**config.mk**
```make
export PLATFORM = sky130hd
export DESIGN_NAME = buffer_ring_handoff_controller_core
export DESIGN_NICKNAME = d
export VERILOG_FILES = /design/src/brhc_pkg.sv /design/src/brhc_engine.sv /design/src/buffer_ring_handoff_controller_core.sv
export SDC_FILE = /design/constraint.sdc
export NUM_CORES = 1
export LEC_CHECK = 0
export BUFFER_PORTS_ARGS = -buffer_cell sky130_fd_sc_hd__clkbuf_2
export CAP_MARGIN = 15
export CORE_MARGIN = 1
export CORE_UTILIZATION = 62
export CTS_BUF_LIST = sky130_fd_sc_hd__clkbuf_2 sky130_fd_sc_hd__clkbuf_4 sky130_fd_sc_hd__clkbuf_8
export DETAILED_ROUTE_END_ITERATION = 8
export PLACE_DENSITY = 0.82
export SETUP_SLACK_MARGIN = 0.3
export SLEW_MARGIN = 10
export SYNTH_ARGS = -nofsm -noshare
export SYNTH_HDL_FRONTEND = slang
export SYNTH_SLANG_ARGS = --single-unit
```
**constraint.sdc**
```tcl
create_clock -name clk -period 3.2 [get_ports clk]
set_clock_uncertainty 0.1 [all_clocks]
set_input_delay 0.96 -clock clk [delete_from_list [all_inputs] [get_ports clk]]
set_output_delay 0.96 -clock clk [all_outputs]
set_load 0.01 [all_outputs]
```
**src/brhc_pkg.sv**
```systemverilog
package brhc_pkg;

  localparam int CNT_W = 6;
  localparam int BUF_W = 5;
  localparam int FUNC_W = 4;
  localparam int MAX_BUFFERS_DEF = 32;
  localparam logic [CNT_W-1:0] NUM_BUFFERS_RST = 6'd2;

  typedef enum logic [FUNC_W-1:0] {
    FN_DEQUEUE       = 4'd0,
    FN_UNDO_DEQUEUE  = 4'd1,
    FN_QUEUE         = 4'd2,
    FN_LOCK_CHECK    = 4'd3,
    FN_RETIRE        = 4'd4,
    FN_UNLOCK        = 4'd5,
    FN_REALLOC_ALL   = 4'd6,
    FN_NEED_NEW      = 4'd7,
    FN_REALLOC_CHECK = 4'd8,
    FN_INIT          = 4'd9
  } func_t;

  typedef enum logic [2:0] {
    ST_OK              = 3'd0,
    ST_WOULD_BLOCK     = 3'd1,
    ST_NOT_ENOUGH_DATA = 3'd2,
    ST_BAD_VALUE       = 3'd3,
    ST_BAD_INDEX       = 3'd4
  } op_status_t;

  typedef struct packed {
    logic [BUF_W-1:0] head;
    logic [BUF_W-1:0] tail;
    logic [CNT_W-1:0] avail;
    logic [CNT_W-1:0] queued;
    logic             lock_valid;
    logic [BUF_W-1:0] locked;
  } ring_state_t;

  typedef struct packed {
    op_status_t       status;
    logic [BUF_W-1:0] buffer_out;
    logic             need_flag;
    logic [CNT_W-1:0] available_out;
    logic [CNT_W-1:0] queued_out;
  } result_t;

  localparam int OUT_BITS = 3 + BUF_W + 1 + 2 * CNT_W;
  localparam int OUT_DATA_W = ((OUT_BITS + 7) / 8) * 8;

  // Step a ring pointer, wrapping to zero once it reaches the ring size.
  function automatic logic [BUF_W-1:0] ring_advance(input logic [BUF_W-1:0] x,
                                                    input logic [CNT_W-1:0] n);
    logic [CNT_W-1:0] nx;
    nx = {1'b0, x} + CNT_W'(1);
    return (nx >= n) ? '0 : nx[BUF_W-1:0];
  endfunction

  function automatic logic [CNT_W-1:0] sat_inc(input logic [CNT_W-1:0] c,
                                               input logic [CNT_W-1:0] n);
    return (c < n) ? c + CNT_W'(1) : c;
  endfunction

endpackage

```
**src/brhc_engine.sv**
```systemverilog
module brhc_engine #(
  parameter int MAX_BUFFERS = brhc_pkg::MAX_BUFFERS_DEF
) (
  input  logic [brhc_pkg::CNT_W-1:0]  num_buffers,
  input  logic [brhc_pkg::FUNC_W-1:0] func,
  input  logic [brhc_pkg::BUF_W-1:0]  buffer,
  input  brhc_pkg::ring_state_t       state_q,
  input  logic [MAX_BUFFERS-1:0]      realloc_q,
  output brhc_pkg::ring_state_t       state_d,
  output logic [MAX_BUFFERS-1:0]      realloc_d,
  output brhc_pkg::result_t           result
);
  import brhc_pkg::*;

  localparam int RW = (MAX_BUFFERS > 1) ? $clog2(MAX_BUFFERS) : 1;
  localparam logic [CNT_W-1:0] MAX_N = CNT_W'(MAX_BUFFERS);

  logic [CNT_W-1:0]       n;
  logic                   indexed;
  logic [MAX_BUFFERS-1:0] fill_mask;
  logic [RW-1:0]          bit_sel;
  logic [BUF_W-1:0]       new_head;

  always_comb begin
    if (num_buffers == '0) begin
      n = CNT_W'(1);
    end else if (num_buffers > MAX_N) begin
      n = MAX_N;
    end else begin
      n = num_buffers;
    end
  end

  always_comb begin
    for (int i = 0; i < MAX_BUFFERS; i++) begin
      fill_mask[i] = (CNT_W'(i) < n);
    end
  end

  // Only in-range indices reach the bit select, so the low bits suffice.
  assign bit_sel = buffer[RW-1:0];
  assign new_head = ring_advance(state_q.head, n);
  assign indexed = (func == FN_LOCK_CHECK) || (func == FN_UNLOCK) ||
                   (func == FN_NEED_NEW) || (func == FN_REALLOC_CHECK);

  always_comb begin
    state_d = state_q;
    realloc_d = realloc_q;
    result.status = ST_OK;
    result.buffer_out = '0;
    result.need_flag = 1'b0;
    if (indexed && ({1'b0, buffer} >= n)) begin
      result.status = ST_BAD_INDEX;
    end else begin
      unique case (func)
        FN_DEQUEUE: begin
          if (state_q.avail == '0) begin
            result.status = ST_WOULD_BLOCK;
          end else begin
            state_d.avail = state_q.avail - CNT_W'(1);
            result.buffer_out = state_q.tail;
            state_d.tail = ring_advance(state_q.tail, n);
          end
        end
        FN_UNDO_DEQUEUE: state_d.avail = sat_inc(state_q.avail, n);
        FN_QUEUE: state_d.queued = sat_inc(state_q.queued, n);
        FN_LOCK_CHECK: begin
          if (buffer == state_q.head &&
              !(state_q.queued != '0 &&
                !(state_q.lock_valid && state_q.locked == buffer))) begin
            result.status = ST_WOULD_BLOCK;
          end
        end
        FN_RETIRE: begin
          state_d.lock_valid = 1'b1;
          state_d.locked = state_q.head;
          if (state_q.queued == '0) begin
            result.status = ST_NOT_ENOUGH_DATA;
          end else begin
            state_d.queued = state_q.queued - CNT_W'(1);
            state_d.head = new_head;
            state_d.locked = new_head;
            state_d.avail = sat_inc(state_q.avail, n);
            result.buffer_out = new_head;
          end
        end
        FN_UNLOCK: begin
          if (!state_q.lock_valid || state_q.locked != buffer) begin
            result.status = ST_BAD_VALUE;
          end else begin
            state_d.lock_valid = 1'b0;
          end
        end
        FN_REALLOC_ALL: realloc_d = realloc_q | fill_mask;
        FN_NEED_NEW: begin
          result.need_flag = realloc_q[bit_sel];
          realloc_d[bit_sel] = 1'b0;
        end
        FN_REALLOC_CHECK: begin
          if (buffer == state_q.head) begin
            result.status = ST_WOULD_BLOCK;
          end
        end
        FN_INIT: begin
          state_d.head = BUF_W'(n - CNT_W'(1));
          state_d.tail = '0;
          state_d.avail = n;
          state_d.queued = '0;
          state_d.lock_valid = 1'b0;
          state_d.locked = '0;
          realloc_d = '0;
        end
        default: result.status = ST_BAD_VALUE;
      endcase
    end
    result.available_out = state_d.avail;
    result.queued_out = state_d.queued;
  end

endmodule

```
**src/buffer_ring_handoff_controller_core.sv**
```systemverilog
// Path: a beat accepted on the slave side goes through the input register, then
// the result register, before its result is offered on the master side.
// Throughput: one operation per cycle while m_tready does not stall the output;
// the input register lets the next beat in while a result still waits for m_tready.
// Reset (rst, synchronous, active high) sets num_buffers to 2, head to 1,
// available to 2, clears everything else and empties both registers.
module buffer_ring_handoff_controller_core #(
  parameter int MAX_BUFFERS = brhc_pkg::MAX_BUFFERS_DEF
) (
  input  logic                             clk,
  input  logic                             rst,
  input  logic                             s_tvalid,
  output logic                             s_tready,
  input  logic [7:0]                       s_tdata,  // [4:0] buffer
  input  logic [brhc_pkg::FUNC_W-1:0]      s_tuser,  // [3:0] func
  output logic                             m_tvalid,
  input  logic                             m_tready,
  // [2:0] status, [7:3] buffer_out, [8] need_flag, [14:9] available_out,
  // [20:15] queued_out
  output logic [brhc_pkg::OUT_DATA_W-1:0]  m_tdata,
  input  logic                             cfg_valid,
  output logic                             cfg_ready,
  input  logic [brhc_pkg::CNT_W-1:0]       cfg_data
);
  import brhc_pkg::*;

  logic [CNT_W-1:0]       num_buffers;
  ring_state_t            ring_state;
  ring_state_t            ring_state_next;
  logic [MAX_BUFFERS-1:0] realloc_bits;
  logic [MAX_BUFFERS-1:0] realloc_bits_next;
  logic                   s1_valid;
  logic [FUNC_W-1:0]      s1_func;
  logic [BUF_W-1:0]       s1_buffer;
  logic                   s1_fire;
  result_t                result;
  logic                   out_valid;
  logic [OUT_DATA_W-1:0]  out_data;

  assign cfg_ready = 1'b1;
  assign s1_fire = s1_valid && (!out_valid || m_tready);
  assign s_tready = !s1_valid || s1_fire;
  assign m_tvalid = out_valid;
  assign m_tdata = out_data;

  brhc_engine #(.MAX_BUFFERS(MAX_BUFFERS)) u_engine (
    .num_buffers (num_buffers),
    .func        (s1_func),
    .buffer      (s1_buffer),
    .state_q     (ring_state),
    .realloc_q   (realloc_bits),
    .state_d     (ring_state_next),
    .realloc_d   (realloc_bits_next),
    .result      (result)
  );

  always_ff @(posedge clk) begin
    if (rst) begin
      num_buffers <= NUM_BUFFERS_RST;
    end else if (cfg_valid && cfg_ready) begin
      num_buffers <= cfg_data;
    end
  end

  always_ff @(posedge clk) begin
    if (rst) begin
      ring_state.head <= BUF_W'(NUM_BUFFERS_RST - CNT_W'(1));
      ring_state.tail <= '0;
      ring_state.avail <= NUM_BUFFERS_RST;
      ring_state.queued <= '0;
      ring_state.lock_valid <= 1'b0;
      ring_state.locked <= '0;
      realloc_bits <= '0;
    end else if (s1_fire) begin
      ring_state <= ring_state_next;
      realloc_bits <= realloc_bits_next;
    end
  end

  always_ff @(posedge clk) begin
    if (rst) begin
      s1_valid <= 1'b0;
    end else if (s_tready) begin
      s1_valid <= s_tvalid;
    end
  end

  always_ff @(posedge clk) begin
    if (s_tvalid && s_tready) begin
      s1_func <= s_tuser;
      s1_buffer <= s_tdata[BUF_W-1:0];
    end
  end

  always_ff @(posedge clk) begin
    if (rst) begin
      out_valid <= 1'b0;
    end else if (s1_fire) begin
      out_valid <= 1'b1;
    end else if (m_tready) begin
      out_valid <= 1'b0;
    end
  end

  always_ff @(posedge clk) begin
    if (s1_fire) begin
      out_data <= OUT_DATA_W'({result.queued_out, result.available_out,
                               result.need_flag, result.buffer_out,
                               result.status});
    end
  end

endmodule

```
==> results of run 1 <==
==> logic make-up after synthesis <==
| kind of cell | Yosys count | share of synthesized area |
|---|---|---|
| AND/OR/NAND/NOR | 272 | 0.206 |
| AO/OA/AOI/OAI | 264 | 0.260 |
| flip-flops | 98 | 0.345 |
| buffers and inverters | 80 | 0.0505 |
| adder cells (fa/ha/maj) | 35 | 0.0667 |
| XOR/XNOR | 21 | 0.0280 |
| multiplexers | 18 | 0.0431 |
| other | 2 | 0.00114 |
==> state kept, by name, indices dropped and copies added, names as in the netlist <==
signal        flops
ring_state       28
m_tdata          21
s1_valid          1
s1_buffer         5
realloc_bits     32
s1_func           4
num_buffers       6
m_tvalid          1
==> area by class of cell <==
type / instances / area share
clock inverters: 5 / 0.00730
flip-flops and latches: 98 / 0.308
repair buffers: 89 / 0.0781
well taps: 136 / 0.0231
clock buffers: 11 / 0.0197
multi-input cells: 614 / 0.551
inverters: 24 / 0.0126
==> repair_timing <==
action | 4_1_cts | 5_1_grt
endpoints found under the setup margin | 5 | 43
gates resized for setup | 1 | 20
buffers inserted | 0 | 5
pin swaps | 0 | 3
==> power breakdown <==
group | switching, µW | internal [µW] | leakage (µW) | total, µW
registers | 42.9 | 1320 | 0.000842 | 1370
logic | 347 | 201 | 0.00185 | 548
clock network | 448 | 388 | 0.0000964 | 836
total | 839 | 1910 | 0.00279 | 2750
==> cells in the mapped netlist (13+ instances only) <==
cell type  number
a211oi_1       17
a21oi_1        64
a31oi_1        20
clkbuf_1       46
dfxtp_1        68
edfxtp_1       30
ha_1           35
inv_1          21
nand2_1        83
nand3_1        22
nor2_1         70
nor3_1         18
o21ai_0        60
o21ai_1        17
xor2_1         13
==> how the worst min path moves through the flow <==
stage | slack [ns] | cells after the start | end
2_1_floorplan | 0.35 | 2 | ring_state[1]
4_1_cts | 0.39 | 2 | ring_state[1]
3_5_place_dp | 0.38 | 2 | ring_state[1]
5_1_grt | 0.42 | 2 | realloc_bits[23]
6_report | 0.39 | 2 | ring_state[1]
3_3_place_gp | 0.37 | 2 | ring_state[1]
==> metrics by stage <==
step / utilization / hold WS [ns]
final: 0.717 / 0.393
after global routing: 0.717 / 0.422
after CTS: 0.705 / 0.391
after detailed placement: 0.685 / 0.378
after global placement: 0.685 / 0.367
after floorplan: - / 0.348
==> per-layer routing <==
metal / global-route usage / wire [µm] / part of all wire / vias up
met2: 0.580 / 9130 / 0.46 / 433
met5: 0 / 0 / 0 / -
met4: 0.201 / 860 / 0.043 / 0
li1: - / - / - / 3045
met3: 0.0624 / 1990 / 0.10 / 83
met1: 0.472 / 7960 / 0.40 / 3124
==> worst max-delay path, delay by kind of cell (launching register included) <==
family / cells / cell delay [ns]
AOI/OAI and AO/OA: 6 / 1.16
and+or+nand+nor: 2 / 0.46
buffers and inverters: 2 / 0.41
DFF: 1 / 0.33
adders and majority gates: 1 / 0.26
==> reports/results.tsv, run 1 <==
stage	metric	value	unit
synthesis	yosysWarningCount	0	
clocking	cts_buffers	9	
timing	setup_ws	0.391	ns
timing	tns	0	ns
route	drt_iter0_drc	704	
timing	slew_viol_final	0	
timing	relSlewSlack	0.476	
synthesis	ys_ff_latch	98	
setup_path	slowest_stage	dfxtp_1	
global_routing	grt_max_degree	56	
power	leakage	0.00279	µW
job	cap_viol_max_count	0	
floorplan	ioPinCount	50	
floorplan	coreArea	10300	µm²
route	wire_per_inst	20.4	µm
synthesis	ys_types	80	
cells_and_area	final.fill_count	833	
power	cellPowerDensity	373	nW/µm²
timing	fin_crit	2.81	ns
cells_and_area	multiInputGateArea	4060	µm²
cells_and_area	mostFrequentLayoutCells	nand2_1, nor2_1, dfxtp_1	
synthesis	syn-mean-instance-area	8.31	µm²
cells_and_area	final_cells	977	
synthesis	synth_edf_count	30	
cells_and_area	diodes	0	
floorplan	initial_utilization	0.639	
clocking	holdBufCountCts	0	
setup_path	max_stage_delay	0.33	ns
setup_path	rrSetupSlack	0.39	ns
synthesis	synth.cell_area	6560	µm²
global_routing	grt_first_pass_wirelength	31500	µm
setup_path	crit_path_end	ring_state[24]	
timing	period_share	0.878	
setup_path	crit-reg2reg-capture	ring_state[24]	
cells_and_area	area_growth	12.3	%
setup_path	arrival	3.03	ns
synthesis	synth_top_cell_area_share	0.207	
cells_and_area	final_common_cell	nand2_1	
route	viasPerCell	6.84	
synthesis	ys_seq_area_frac	0.345	
cells_and_area	seqCellArea	2270	µm²
setup_path	crit_chain	nor4_2 -> o21ai_0 -> inv_1 -> ha_1 -> nand2b_1 -> a31oi_1 -> o21ai_0 -> buf_4 -> a211oi_1 -> o21ai_1 -> a21oi_1	
route	wirelength	19900	µm
setup_path	crit_fanout	4	
placement	post-place-ws	0.227	ns
power	power	2750	µW
timing	max_freq	356	MHz
clocking	max-clock-path-buffers	2	
timing	hold_violations	0	
floorplan	die_h	105	µm
placement	placed_cell_area	7040	µm²
setup_path	r2r_start	num_buffers[4]	
global_routing	antenna_found_initial	0	
global_routing	track_usage	0.365	
timing	rsz0062_at_grt	yes	
global_routing	overflow	0	
worst_hold_path	min_path_type	flop to flop	
setup_path	endpoint_kind	flop	
global_routing	grt_pass1_vias	6210	
setup_path	critical_path_required	3.42	ns
placement	dp_cells	956	
route	drc	0	
clocking	cts.htree.levels	3	
setup_path	crit_type	flop to flop	
power	vdd_drop_max	0.000336	V
synthesis	synth_area_leaders	dfxtp_1, edfxtp_1, ha_1, a21oi_1, nand2_1	
placement	port_buffers	42	
clocking	clk_pin_slew	0.10	ns
placement	dp_hpwl	14100	µm
route	antenna_left	0	
setup_path	cp-start-kind	flop	
floorplan	rows	37	
synthesis	synth_ff_type	dfxtp_1	
floorplan	die_w	105	µm
timing	finalSetupViolations	0	
clocking	clock-sinks	98	
worst_hold_path	min_from	ring_state[1]	
cells_and_area	final_nets	894	
placement	place_congestion	0.998	
run_status	outcome	finished clean	
synthesis	yosys.area.top_type	dfxtp_1	
setup_path	cp_common_cell	o21ai_0	
timing	worst_pin_slew	0.766	ns
floorplan	fp.dieArea	11000	µm²
clocking	worstSkewPairLatency	0.39	ns
clocking	cts_root_buf	clkbuf_8	
synthesis	async_flop_share	0	
route	dr.pass1.iters	6	
route	vias	6685	
cells_and_area	postLayoutCellArea	7370	µm²
setup_path	worstSetupStartpoint	num_buffers[4]	
synthesis	netlist_instances	790	
setup_path	r2r_cells	11	
cells_and_area	drive_above_1_share	0.168	
clocking	cts_tree	done	
(Power assumes the default switching activity.)
==> run 2, diff against run 1 <==
--- a/config.mk
+++ b/config.mk
@@ -17,3 +17,4 @@
 export SYNTH_ARGS = -nofsm -noshare
 export SYNTH_HDL_FRONTEND = slang
 export SYNTH_SLANG_ARGS = --single-unit
+export TNS_END_PERCENT = 100
==> constraint.sdc (replaced) <==
create_clock -name clk -period 3.2 [get_ports clk]
set_clock_uncertainty 0.1 [all_clocks]
set_input_delay 0.32 -clock clk [delete_from_list [all_inputs] [get_ports clk]]
set_output_delay 0.32 -clock clk [all_outputs]
set_load 0.01 [all_outputs]
==> reports/results.tsv, run 2 (synthesis gave the netlist of run 1 again) <==
stage	metric	value	unit	change
placement	port_buffers	42		unchanged
floorplan	coreArea	10300	µm²	unchanged
timing	fin_crit	2.81	ns	-0.000680 ns
global_routing	antenna_found_initial	0		unchanged
floorplan	die_w	105	µm	unchanged
setup_path	crit_type	flop to flop		
cells_and_area	mostFrequentLayoutCells	nand2_1, nor2_1, dfxtp_1		
cells_and_area	drive_above_1_share	0.165		-0.00237
setup_path	cp-start-kind	flop		
power	power	2800	µW	+1.9%
global_routing	grt_first_pass_wirelength	31600	µm	+0.28%
setup_path	endpoint_kind	flop		
cells_and_area	final_common_cell	nand2_1		
job	cap_viol_max_count	0		unchanged
clocking	cts.htree.levels	3		unchanged
route	wirelength	20100	µm	+0.89%
power	vdd_drop_max	0.000373	V	+11%
setup_path	arrival	2.96	ns	-0.07 ns
setup_path	r2r_cells	8		-3
cells_and_area	diodes	0		unchanged
floorplan	ioPinCount	50		unchanged
floorplan	rows	37		unchanged
cells_and_area	area_growth	13.0	%	
cells_and_area	final_nets	900		+0.67%
timing	period_share	0.878		about the same
clocking	cts_tree	done		
power	cellPowerDensity	378	nW/µm²	+1.2%
floorplan	die_h	105	µm	unchanged
route	drt_iter0_drc	788		+12%
route	drc	0		unchanged
cells_and_area	largest_register_ffs	32		unchanged
setup_path	crit_fanout	7		+3
route	wire_per_inst	20.5	µm	+0.28%
timing	finalSetupViolations	0		unchanged
placement	place_congestion	0.970		-2.8%
timing	slew_viol_final	0		unchanged
clocking	cts_buffers	9		unchanged
setup_path	critical_path_required	3.35	ns	-0.07 ns
timing	relSlewSlack	0.470		-0.00590
route	viasPerCell	6.93		+1.2%
worst_hold_path	hold_depth	1		-1
clocking	max-clock-path-buffers	2		unchanged
floorplan	initial_utilization	0.639		unchanged
timing	rsz0062_at_grt	no		
power	leakage	0.00283	µW	+1.3%
route	dr.pass1.iters	5		-1
timing	hold_violations	0		unchanged
clocking	worstSkewPairLatency	0.40	ns	about the same
route	vias	6810		+1.9%
run_status	outcome	finished clean		
route	antenna_left	0		unchanged
worst_hold_path	min_path_type	primary input to flop		
timing	max_freq	356	MHz	about the same
floorplan	fp.dieArea	11000	µm²	unchanged
global_routing	grt_max_degree	46		-18%
clocking	cts_root_buf	clkbuf_8		
cells_and_area	regMostFlops	realloc_bits		
global_routing	track_usage	0.369		+0.00371
placement	dp_hpwl	13800	µm	-2.1%
timing	tns	0	ns	unchanged
global_routing	grt_pass1_vias	6262		+0.84%
global_routing	overflow	0		unchanged
clocking	clk_pin_slew	0.11	ns	about the same
timing	worst_pin_slew	0.790	ns	+0.0238 ns
clocking	clock-sinks	98		unchanged
-- run 2: final cells by class --
type	instances	area, µm²
Tap cell	136	170
Timing Repair Buffer	95	626
Sequential cell	98	2260
Fill cell	834	2860
Inverter	24	90.1
Clock buffer	11	151
Clock inverter	5	61.3
Multi-Input combinational cell	614	4050
-- run 2: timing repair --
| item | CTS | global route |
|---|---|---|
| hold buffers | 7 | 0 |
| gates resized for setup | 3 | 14 |
| buffers inserted | 0 | 5 |
| endpoints found under the setup margin | 7 | 30 |
| hold endpoints to repair | 7 | 0 |
-- run 2: path summary, 6_finish.rpt --
path                          to  slack, ns          start
setup reg to reg  ring_state[14]       0.39  ring_state[6]
hold reg to reg    ring_state[1]       0.38  ring_state[1]
setup / recovery  ring_state[14]       0.39  ring_state[6]
hold / removal        s1_func[1]      0.004     s_tuser[1]
-- run 2: routing by layer --
layer  GRT usage  vias to the layer above  routed length (µm)
li1            -                     3046                   -
met5           0                        -                   0
met3      0.0643                      102                2150
met4       0.173                        0                 830
met2       0.582                      495                9180
met1       0.492                     3167                7960
-- run 2: report_power, final --
part	internal, µW	leakage (µW)	switching [µW]
Sequential	1320	0.000841	39.3
Clock	409	0.000110	476
Combinational	202	0.00188	351
Total	1930	0.00283	866
-- run 2: worst max-delay path, stage by stage, from the launching register on --
cell	delay, ns
dfxtp_1	0.40
inv_1	0.16
ha_1	0.27
or4b_1	0.53
o311ai_2	0.37
a211oi_1	0.16
a221oi_1	0.41
a21o_1	0.21
a31oi_1	0.07
-- run 2: through the flow --
stage / cell area, µm² / worst slack (ns) / util / hold WS, ns / cells
3_5_place_dp: 7020 / 0.183 / 0.683 / 0.364 / 955
3_3_place_gp: 7020 / 0.339 / 0.683 / 0.361 / 955
6_report: 7410 / 0.391 / 0.721 / 0.00407 / 983
5_1_grt: 7410 / 0.272 / 0.721 / 0.00407 / 983
4_1_cts: 7320 / 0.286 / 0.712 / 0.000448 / 978
2_1_floorplan: 6570 / 0.379 / - / 0.319 / 792
